`config.mk`:
```
export PLATFORM = sky130hd
export DESIGN_NAME = text_console_char_writer
export DESIGN_NICKNAME = d
export VERILOG_FILES = /design/src/rtl/core/tccw_pkg.sv /design/src/rtl/core/tccw_ctrl.sv /design/src/rtl/core/tccw_dp.sv /design/src/rtl/core/text_console_char_writer.sv
export VERILOG_INCLUDE_DIRS = /design/src /design/src/rtl/core
export SDC_FILE = /design/constraint.sdc
export NUM_CORES = 1
export LEC_CHECK = 0
export BUFFER_PORTS_ARGS = -buffer_cell sky130_fd_sc_hd__buf_2
export CORE_ASPECT_RATIO = 1.1
export CORE_MARGIN = 3
export CORE_UTILIZATION = 55
export DETAILED_ROUTE_END_ITERATION = 10
export GPL_TIMING_DRIVEN = 1
export MAX_ROUTING_LAYER = met4
export PLACE_DENSITY = 0.9
export SYNTH_ARGS = -nofsm -noshare
export SYNTH_HDL_FRONTEND = slang
export SYNTH_HIERARCHICAL = 1
export SYNTH_SLANG_ARGS = --single-unit
```
`constraint.sdc`:
```
create_clock -name clk -period 11.8 [get_ports clk]
set_clock_uncertainty 0.2 [all_clocks]
set_input_delay 3.54 -clock clk [delete_from_list [all_inputs] [get_ports clk]]
set_output_delay 3.54 -clock clk [all_outputs]
set_load 0.01 [all_outputs]
```
`src/rtl/core/assert_macros.svh`:
```
// ---------------------------------------------------------------------------
// assert_macros.svh
// assertion helpers shared by the console writer rtl
// ---------------------------------------------------------------------------
`ifndef ASSERT_MACROS_SVH
`define ASSERT_MACROS_SVH

`ifndef NO_ASSERTIONS

// condition a at an edge implies condition b at the same edge
`define ASSERT_SAME(label, clk, rst_n, a, b) \
  label: assert property (@(posedge clk) disable iff (!rst_n) (a) |-> (b)) \
    else $error("assertion failed");

// condition a at an edge implies condition b at the next edge
`define ASSERT_NEXT(label, clk, rst_n, a, b) \
  label: assert property (@(posedge clk) disable iff (!rst_n) (a) |=> (b)) \
    else $error("assertion failed");

`else

`define ASSERT_SAME(label, clk, rst_n, a, b)
`define ASSERT_NEXT(label, clk, rst_n, a, b)

`endif

`endif

```
`src/rtl/core/tccw_pkg.sv`:
```
// ---------------------------------------------------------------------------
// tccw_pkg
// types, constants and helpers of the text console character writer
// ---------------------------------------------------------------------------
package tccw_pkg;

  // screen geometry
  localparam int COLUMNS  = 80;
  localparam int ROWS     = 25;
  localparam int TAB_STOP = 4;

  localparam int ROW_W = 5;
  localparam int COL_W = 7;
  localparam int IDX_W = 11;
  localparam int CHR_W = 8;
  localparam int ATR_W = 8;
  localparam int VAL_W = 16;

  // character codes
  localparam logic [CHR_W-1:0] CH_NUL     = 8'h00;
  localparam logic [CHR_W-1:0] CH_NEWLINE = 8'h0A;
  localparam logic [CHR_W-1:0] CH_TAB     = 8'h09;
  localparam logic [CHR_W-1:0] CH_BLANK   = 8'h20;

  // attribute after reset: black on white
  localparam logic [ATR_W-1:0] BASE_ATTR_RST = 8'hF0;

  // register index of the base attribute
  localparam logic REG_BASE_ATTR = 1'b0;

  // result kinds
  localparam logic ACT_CELL = 1'b0;
  localparam logic ACT_FILL = 1'b1;

  typedef enum logic [1:0] {
    REQ_PUT    = 2'd0,
    REQ_SETCUR = 2'd1,
    REQ_CLEAR  = 2'd2,
    REQ_NONE   = 2'd3
  } req_t;

  typedef enum logic [1:0] {
    ST_IDLE,
    ST_EXEC,
    ST_CELL,
    ST_FILL
  } state_t;

  // one request as it arrives
  typedef struct packed {
    req_t             req;
    logic [CHR_W-1:0] char_code;
    logic             use_override;
    logic [ATR_W-1:0] item_color;
    logic [ROW_W-1:0] new_row;
    logic [COL_W-1:0] new_col;
  } item_t;

  // controller to datapath
  typedef struct packed {
    logic load;
    logic newline;
    logic set_cur;
    logic emit_cell;
    logic fill;
  } cmd_t;

  // datapath to controller
  typedef struct packed {
    req_t req;
    logic ch_zero;
    logic ch_newline;
    logic tab_more;
    logic cell_fill;
    logic nl_fill;
    logic out_free;
  } sts_t;

  // true when the column lies on a tab stop
  function automatic logic on_tab_stop(input logic [COL_W-1:0] col);
    logic hit;
    hit = 1'b0;
    for (int k = 0; k < (1 << COL_W); k += TAB_STOP) begin
      if (col == COL_W'(k)) hit = 1'b1;
    end
    return hit;
  endfunction

endpackage

```
`src/rtl/core/tccw_ctrl.sv`:
```
// ---------------------------------------------------------------------------
// tccw_ctrl
// request sequencer: decodes a request and steps through its cell and fill writes
// ---------------------------------------------------------------------------
module tccw_ctrl (
  input  logic            clk,
  input  logic            rst_n,
  input  logic            in_fire,
  input  tccw_pkg::sts_t  sts,
  output logic            idle,
  output tccw_pkg::cmd_t  cmd
);

  tccw_pkg::state_t state_r, state_nxt;

  // state register
  always_ff @(posedge clk) begin
    if (!rst_n) state_r <= tccw_pkg::ST_IDLE;
    else        state_r <= state_nxt;
  end

  // next state
  always_comb begin
    state_nxt = state_r;
    unique case (state_r)
      tccw_pkg::ST_IDLE: begin
        if (in_fire) state_nxt = tccw_pkg::ST_EXEC;
      end
      tccw_pkg::ST_EXEC: begin
        unique case (sts.req)
          tccw_pkg::REQ_PUT: begin
            if (sts.ch_zero)         state_nxt = tccw_pkg::ST_IDLE;
            else if (sts.ch_newline) state_nxt = sts.nl_fill ? tccw_pkg::ST_FILL
                                                             : tccw_pkg::ST_IDLE;
            else                     state_nxt = tccw_pkg::ST_CELL;
          end
          tccw_pkg::REQ_CLEAR: state_nxt = tccw_pkg::ST_FILL;
          default:             state_nxt = tccw_pkg::ST_IDLE;
        endcase
      end
      tccw_pkg::ST_CELL: begin
        if (sts.out_free) begin
          if (sts.tab_more)       state_nxt = tccw_pkg::ST_CELL;
          else if (sts.cell_fill) state_nxt = tccw_pkg::ST_FILL;
          else                    state_nxt = tccw_pkg::ST_IDLE;
        end
      end
      tccw_pkg::ST_FILL: begin
        if (sts.out_free) state_nxt = tccw_pkg::ST_IDLE;
      end
      default: state_nxt = tccw_pkg::ST_IDLE;
    endcase
  end

  // commands
  always_comb begin
    cmd  = '0;
    idle = 1'b0;
    unique case (state_r)
      tccw_pkg::ST_IDLE: begin
        idle     = 1'b1;
        cmd.load = in_fire;
      end
      tccw_pkg::ST_EXEC: begin
        cmd.newline = (sts.req == tccw_pkg::REQ_PUT) && sts.ch_newline && !sts.ch_zero;
        cmd.set_cur = (sts.req == tccw_pkg::REQ_SETCUR);
      end
      tccw_pkg::ST_CELL: cmd.emit_cell = sts.out_free;
      tccw_pkg::ST_FILL: cmd.fill = sts.out_free;
      default: cmd = '0;
    endcase
  end

endmodule

```
`src/rtl/core/tccw_dp.sv`:
```
// ---------------------------------------------------------------------------
// tccw_dp
// cursor datapath: holds the request, the cursor and the result register
// ---------------------------------------------------------------------------
module tccw_dp (
  input  logic                               clk,
  input  logic                               rst_n,
  input  tccw_pkg::cmd_t                     cmd,
  input  tccw_pkg::item_t                    item,
  input  logic [tccw_pkg::ATR_W-1:0]         base_attr,
  input  logic                               out_tready,
  output tccw_pkg::sts_t                     sts,
  output logic [tccw_pkg::ROW_W-1:0]         cur_row,
  output logic [tccw_pkg::COL_W-1:0]         cur_col,
  output logic                               out_valid,
  output logic                               out_action,
  output logic [tccw_pkg::IDX_W-1:0]         out_index,
  output logic [tccw_pkg::VAL_W-1:0]         out_value,
  output logic                               out_last
);

  // latched request
  tccw_pkg::req_t                 req_r;
  logic [tccw_pkg::CHR_W-1:0]     ch_r;
  logic [tccw_pkg::ATR_W-1:0]     attr_r;
  logic [tccw_pkg::ROW_W-1:0]     nrow_r;
  logic [tccw_pkg::COL_W-1:0]     ncol_r;

  // cursor
  logic [tccw_pkg::ROW_W-1:0]     row_r, row_nxt;
  logic [tccw_pkg::COL_W-1:0]     col_r, col_nxt;

  // result register
  logic                           valid_r;
  logic                           action_r;
  logic [tccw_pkg::IDX_W-1:0]     index_r;
  logic [tccw_pkg::VAL_W-1:0]     value_r;
  logic                           last_r;

  logic [tccw_pkg::COL_W-1:0]     col_inc;
  logic [tccw_pkg::ROW_W-1:0]     row_inc;
  logic                           ch_tab;
  logic                           wrap;
  logic [tccw_pkg::ROW_W-1:0]     row_wrap;
  logic                           tab_more;
  logic                           cell_fill;
  logic                           pos_ok;
  logic [tccw_pkg::IDX_W-1:0]     cell_idx;
  logic [tccw_pkg::CHR_W-1:0]     cell_ch;

  // request capture
  always_ff @(posedge clk) begin
    if (cmd.load) begin
      req_r  <= item.req;
      ch_r   <= item.char_code;
      attr_r <= item.use_override ? item.item_color : base_attr;
      nrow_r <= item.new_row;
      ncol_r <= item.new_col;
    end
  end

  // cursor arithmetic
  always_comb begin
    col_inc   = col_r + 1'b1;
    row_inc   = row_r + 1'b1;
    ch_tab    = (ch_r == tccw_pkg::CH_TAB);
    wrap      = (col_inc >= tccw_pkg::COL_W'(tccw_pkg::COLUMNS));
    row_wrap  = wrap ? row_inc : row_r;
    tab_more  = ch_tab && !tccw_pkg::on_tab_stop(col_inc) && !wrap;
    cell_fill = !tab_more && (row_wrap >= tccw_pkg::ROW_W'(tccw_pkg::ROWS));
    pos_ok    = (nrow_r < tccw_pkg::ROW_W'(tccw_pkg::ROWS)) &&
                (ncol_r < tccw_pkg::COL_W'(tccw_pkg::COLUMNS));
    cell_idx  = tccw_pkg::IDX_W'(row_r) * tccw_pkg::IDX_W'(tccw_pkg::COLUMNS) +
                tccw_pkg::IDX_W'(col_r);
    cell_ch   = ch_tab ? tccw_pkg::CH_BLANK : ch_r;
  end

  // next cursor position
  always_comb begin
    row_nxt = row_r;
    col_nxt = col_r;
    priority if (cmd.fill) begin
      row_nxt = '0;
      col_nxt = '0;
    end else if (cmd.emit_cell) begin
      row_nxt = row_wrap;
      col_nxt = wrap ? '0 : col_inc;
    end else if (cmd.newline) begin
      row_nxt = row_inc;
      col_nxt = '0;
    end else if (cmd.set_cur && pos_ok) begin
      row_nxt = nrow_r;
      col_nxt = ncol_r;
    end else begin
      row_nxt = row_r;
      col_nxt = col_r;
    end
  end

  always_ff @(posedge clk) begin
    if (!rst_n) begin
      row_r <= '0;
      col_r <= '0;
    end else begin
      row_r <= row_nxt;
      col_r <= col_nxt;
    end
  end

  // result register, refilled as it is taken
  always_ff @(posedge clk) begin
    if (!rst_n) valid_r <= 1'b0;
    else if (cmd.emit_cell || cmd.fill) valid_r <= 1'b1;
    else if (out_tready) valid_r <= 1'b0;
  end

  always_ff @(posedge clk) begin
    if (cmd.fill) begin
      action_r <= tccw_pkg::ACT_FILL;
      index_r  <= '0;
      value_r  <= {attr_r, tccw_pkg::CH_BLANK};
      last_r   <= 1'b1;
    end else if (cmd.emit_cell) begin
      action_r <= tccw_pkg::ACT_CELL;
      index_r  <= cell_idx;
      value_r  <= {attr_r, cell_ch};
      last_r   <= !tab_more && !cell_fill;
    end
  end

  // status to controller
  always_comb begin
    sts.req        = req_r;
    sts.ch_zero    = (ch_r == tccw_pkg::CH_NUL);
    sts.ch_newline = (ch_r == tccw_pkg::CH_NEWLINE);
    sts.tab_more   = tab_more;
    sts.cell_fill  = cell_fill;
    sts.nl_fill    = (row_inc >= tccw_pkg::ROW_W'(tccw_pkg::ROWS));
    sts.out_free   = !valid_r || out_tready;
  end

  assign cur_row    = row_r;
  assign cur_col    = col_r;
  assign out_valid  = valid_r;
  assign out_action = action_r;
  assign out_index  = index_r;
  assign out_value  = value_r;
  assign out_last   = last_r;

endmodule

```
`src/rtl/core/text_console_char_writer.sv`:
```
// ---------------------------------------------------------------------------
// text_console_char_writer
// text-mode console cursor engine turning requests into screen cell writes
// ---------------------------------------------------------------------------
// One request is handled at a time. A request is taken when in_tready is
// high, decoded in the following cycle, and then each result (cell write or
// screen fill) goes through the single output register. Set-cursor and
// ignored requests give no result; a newline or a cell write that scrolls off the
// last row ends in a screen fill. The sequencer in tccw_ctrl steps through
// the results. A result waits in the output register until it is taken, and
// the next result holds until then; a full screen clear is one result with
// action set, not a cell sweep.
// ---------------------------------------------------------------------------
`include "assert_macros.svh"

module text_console_char_writer (
  input  logic        clk,
  input  logic        rst_n,
  // request channel
  input  logic        in_tvalid,
  output logic        in_tready,
  // char_code[7:0], use_override[8], item_color[16:9], new_row[21:17],
  // new_col[28:22], zero fill above
  input  logic [31:0] in_tdata,
  // req_type[1:0]
  input  logic [1:0]  in_tuser,
  // result channel
  output logic        out_tvalid,
  input  logic        out_tready,
  // cell_index[10:0], cell_value[26:11], zero fill above
  output logic [31:0] out_tdata,
  // action[0]
  output logic        out_tuser,
  output logic        out_tlast,
  // configuration port
  input  logic        cfg_psel,
  input  logic        cfg_penable,
  input  logic        cfg_pwrite,
  input  logic [2:0]  cfg_paddr,
  input  logic [31:0] cfg_pwdata,
  output logic [31:0] cfg_prdata,
  output logic        cfg_pready
);

  tccw_pkg::item_t                 item;
  tccw_pkg::cmd_t                  cmd;
  tccw_pkg::sts_t                  sts;
  logic                            idle;
  logic                            in_fire;
  logic [tccw_pkg::ATR_W-1:0]      base_attr_r;
  logic [tccw_pkg::ROW_W-1:0]      cur_row;
  logic [tccw_pkg::COL_W-1:0]      cur_col;
  logic                            out_action;
  logic [tccw_pkg::IDX_W-1:0]      out_index;
  logic [tccw_pkg::VAL_W-1:0]      out_value;
  logic                            cfg_wr;

  // configuration register
  assign cfg_pready = 1'b1;
  assign cfg_wr     = cfg_psel && cfg_penable && cfg_pwrite &&
                      (cfg_paddr[2] == tccw_pkg::REG_BASE_ATTR);

  always_ff @(posedge clk) begin
    if (!rst_n)      base_attr_r <= tccw_pkg::BASE_ATTR_RST;
    else if (cfg_wr) base_attr_r <= cfg_pwdata[tccw_pkg::ATR_W-1:0];
  end

  assign cfg_prdata = (cfg_paddr[2] == tccw_pkg::REG_BASE_ATTR) ?
                      {24'b0, base_attr_r} : 32'b0;

  // request unpacking
  always_comb begin
    item.req          = tccw_pkg::req_t'(in_tuser);
    item.char_code    = in_tdata[7:0];
    item.use_override = in_tdata[8];
    item.item_color   = in_tdata[16:9];
    item.new_row      = in_tdata[21:17];
    item.new_col      = in_tdata[28:22];
  end

  assign in_tready = idle;
  assign in_fire   = in_tvalid && idle;

  tccw_ctrl u_ctrl (
    .clk     (clk),
    .rst_n   (rst_n),
    .in_fire (in_fire),
    .sts     (sts),
    .idle    (idle),
    .cmd     (cmd)
  );

  tccw_dp u_dp (
    .clk           (clk),
    .rst_n         (rst_n),
    .cmd           (cmd),
    .item          (item),
    .base_attr     (base_attr_r),
    .out_tready    (out_tready),
    .sts           (sts),
    .cur_row       (cur_row),
    .cur_col       (cur_col),
    .out_valid     (out_tvalid),
    .out_action    (out_action),
    .out_index     (out_index),
    .out_value     (out_value),
    .out_last      (out_tlast)
  );

  // result packing
  assign out_tuser = out_action;
  assign out_tdata = {5'b0, out_value, out_index};

  // checks
  `ASSERT_NEXT(a_one_at_a_time, clk, rst_n, in_tvalid && in_tready, !in_tready)
  `ASSERT_SAME(a_fill_is_last, clk, rst_n, out_tvalid && out_tuser, out_tlast && (out_tdata[10:0] == 11'd0))
  `ASSERT_SAME(a_cursor_on_screen, clk, rst_n, in_tready, (cur_row < tccw_pkg::ROW_W'(tccw_pkg::ROWS)) && (cur_col < tccw_pkg::COL_W'(tccw_pkg::COLUMNS)))
  `ASSERT_NEXT(a_emit_shows, clk, rst_n, cmd.emit_cell || cmd.fill, out_tvalid)

endmodule
```
==> impl_metrics.env <==
export IMPL_met3_capacity_usage_during_global_routing_pct=4.65
export IMPL_place_congestion=0.857
export IMPL_place_inst=585
export IMPL_rr_startpoint="u_dp/ch_r[5]"
export IMPL_number_of_cell_instances_on_the_worst_register_to_register_path=9
export IMPL_grt_util_met1_pct=23.9
export IMPL_ctsHoldBuffers=0
export IMPL_count_of_boundary_i_o_pins=145
export IMPL_drv_max_cap_violation_count=0
export IMPL_grt_start_max_net_pins=37
export IMPL_antenna_violating_nets_post_route=0
export IMPL_grt_util_met2_pct=34.5
export IMPL_number_of_antenna_violations_at_the_first_check_in_global_routing=0
export IMPL_final_hold_viol_count=0
export IMPL_floorplan_die_area_um2=9140
export IMPL_drt_wl_total_um=9040
export IMPL_setup_reg_to_reg_worst_slack_ps=8560
export IMPL_final_layout_size_suffix_gt1_share_pct=28.2
export IMPL_timing_max_transition_violations_final=0
export IMPL_route_detailed_drc=0
export IMPL_ctsHtreeMaxLevel=3
export IMPL_drt_first_iter_violations=240
export IMPL_clk_root_buffer_cell="clkbuf_8"
export IMPL_hold_path_endpoint="u_dp/out_action"
export IMPL_finalCritPeriodShare_pct=65.9
export IMPL_achievable_frequency_mhz=129
export IMPL_critical_path_endpoint_type="primary output"
export IMPL_cts_sinks=82
export IMPL_power_per_cell_area_nw_per_um2=144
export IMPL_dr_total_vias=3274
export IMPL_detail_route_first_pass_iterations=4
export IMPL_vdd_drop_max_v=0.0000829
export IMPL_tritoncts="done"
export IMPL_slew_at_the_pin_with_the_worst_max_slew_slack_ps=868
export IMPL_combined_area_of_the_multi_input_logic_cells_um2=2060
export IMPL_final_util_pct=64.2
export IMPL_antennaDiodeCount=0
export IMPL_post_dp_hpwl_um=6650
export IMPL_critPathLaunchType="input pin"
export IMPL_finalNonFillerCells=601
export IMPL_cts_inserted_buffers=9
export IMPL_finalHoldWorstSlack_ps=270
export IMPL_routed_via_density=5.45
export IMPL_yosys_warning_count=6
export IMPL_start_util_pct=57.8
export IMPL_run_status="finished, final reports clean"
export IMPL_post_synth_cell_area_avg_um2=10.6
export IMPL_final_setup_tns_ps=0
export IMPL_die_height_um=99.9
export IMPL_regArea_um2=2020
export IMPL_core_um2=7640
export IMPL_routedWlPerCell_um=15.0
export IMPL_grt_first_pass_wirelength_um=14600
export IMPL_timing_slew_headroom_pct=41.9
export IMPL_cp_max_fo=9
export IMPL_grt_use_total_pct=20.5
export IMPL_critical_path_required_ps=8060
export IMPL_timing_critical_path_arrival_ps=4040
export IMPL_report_final_setup_viol=0
export IMPL_global_route_peak_usage_layer="met2"
export IMPL_synthesis_instances=418
export IMPL_post_cts_setup_buffers=0
export IMPL_total_leakage_power_nw=2.04
export IMPL_clk_insertion_delay_late_ps=350
export IMPL_post_route_min_period_ps=7780
export IMPL_floorplan_die_width_um=91.4
export IMPL_finalNetCount=581
export IMPL_min_delay_path_class="reg2reg"
export IMPL_rsz_0062_raised_after_global_routing="no"
export IMPL_reg2reg_to="u_dp/cur_row[2]"
export IMPL_post_dp_cell_area_um2=4720
export IMPL_fillerInstances=606
export IMPL_ctsResizeCount=0
export IMPL_clk_buf_depth=2
export IMPL_place_port_buffers=85
export IMPL_grt_pass1_vias=3119
export IMPL_overflow=0
export IMPL_site_rows=33
export IMPL_hold_path_depth=1
export IMPL_stdcell_area_um2=4900
export IMPL_area_growth_synth_to_final_pct=11.1
export IMPL_syn_area_um2=4410
export IMPL_critPathKind="in2out"
export IMPL_timing_hold_worst_start="u_dp/out_action"
export IMPL_clkSlewWorstSetupHoldPaths_ps=90
where the power goes:
part | total (mW) | leakage, nW | internal (mW) | switching (mW)
registers | 0.378 | 0.716 | 0.348 | 0.0296
clock network | 0.183 | 0.0835 | 0.0786 | 0.105
logic | 0.145 | 1.24 | 0.0637 | 0.0810
total | 0.706 | 2.04 | 0.490 | 0.215
registers in the layout, summed over array words and instances, names as in the netlist:
name / cells
u_dp/cur_row: 5
u_dp/out_index: 11
u_dp/out_value: 16
u_dp/out_action: 1
u_dp/ncol_r: 7
u_dp/out_last: 1
u_dp/req_r: 2
base_attr_r: 8
u_ctrl/state_r: 2
u_dp/cur_col: 7
u_dp/nrow_r: 5
u_dp/ch_r: 8
u_dp/out_valid: 1
u_dp/attr_r: 8
cells in the final DEF (no fill, tap or decap), drive strengths merged, types with 11 or more instances in the layout:
| cell type | instances |
|---|---|
| conb | 30 |
| nor2b | 22 |
| dfxtp | 44 |
| mux2i | 21 |
| inv | 20 |
| mux2 | 16 |
| nand2 | 25 |
| buf | 87 |
| edfxtp | 38 |
| ha | 12 |
| nor2 | 30 |
| nand3 | 11 |
| o21ai | 14 |
metal layers:
layer / wire [um] / up-vias
met2: 4520 / 161
met4: 146 / 0
li1: - / 1583
met1: 3670 / 1514
met5: 0 / -
met3: 692 / 16
how the worst max path moves through the flow:
stage,from,endpoint,slack [ps],cells after the start
global placement,cfg_paddr[2],cfg_prdata[0],4030,3
CTS,cfg_paddr[2],cfg_prdata[4],4020,3
finish,cfg_paddr[2],cfg_prdata[5],4020,3
global route,cfg_paddr[2],cfg_prdata[5],3980,3
detailed placement,cfg_paddr[2],cfg_prdata[4],4010,3
floorplan,cfg_paddr[2],cfg_prdata[0],4310,1
per-stage QoR:
stage | setup slack (ps) | power (mW)
2_1_floorplan | 4310 | 0.478
3_3_place_gp | 4030 | 0.519
3_5_place_dp | 4010 | 0.529
4_1_cts | 4020 | 0.710
5_1_grt | 3980 | 0.743
6_report | 4020 | 0.706
critical path, stage by stage:
cell and delay [ps]:
buf_2 140, and2b_2 220, buf_2 130
layout make-up:
class,instances,area share (%)
Tap cell,105,2.68
Clock buffer,10,2.60
Inverter,18,1.38
Timing Repair Buffer,87,8.98
Sequential cell,82,41.2
Multi-Input combinational cell,293,42.1
Clock inverter,6,1.02
Note: power is estimated with default switching activity, not from simulation.
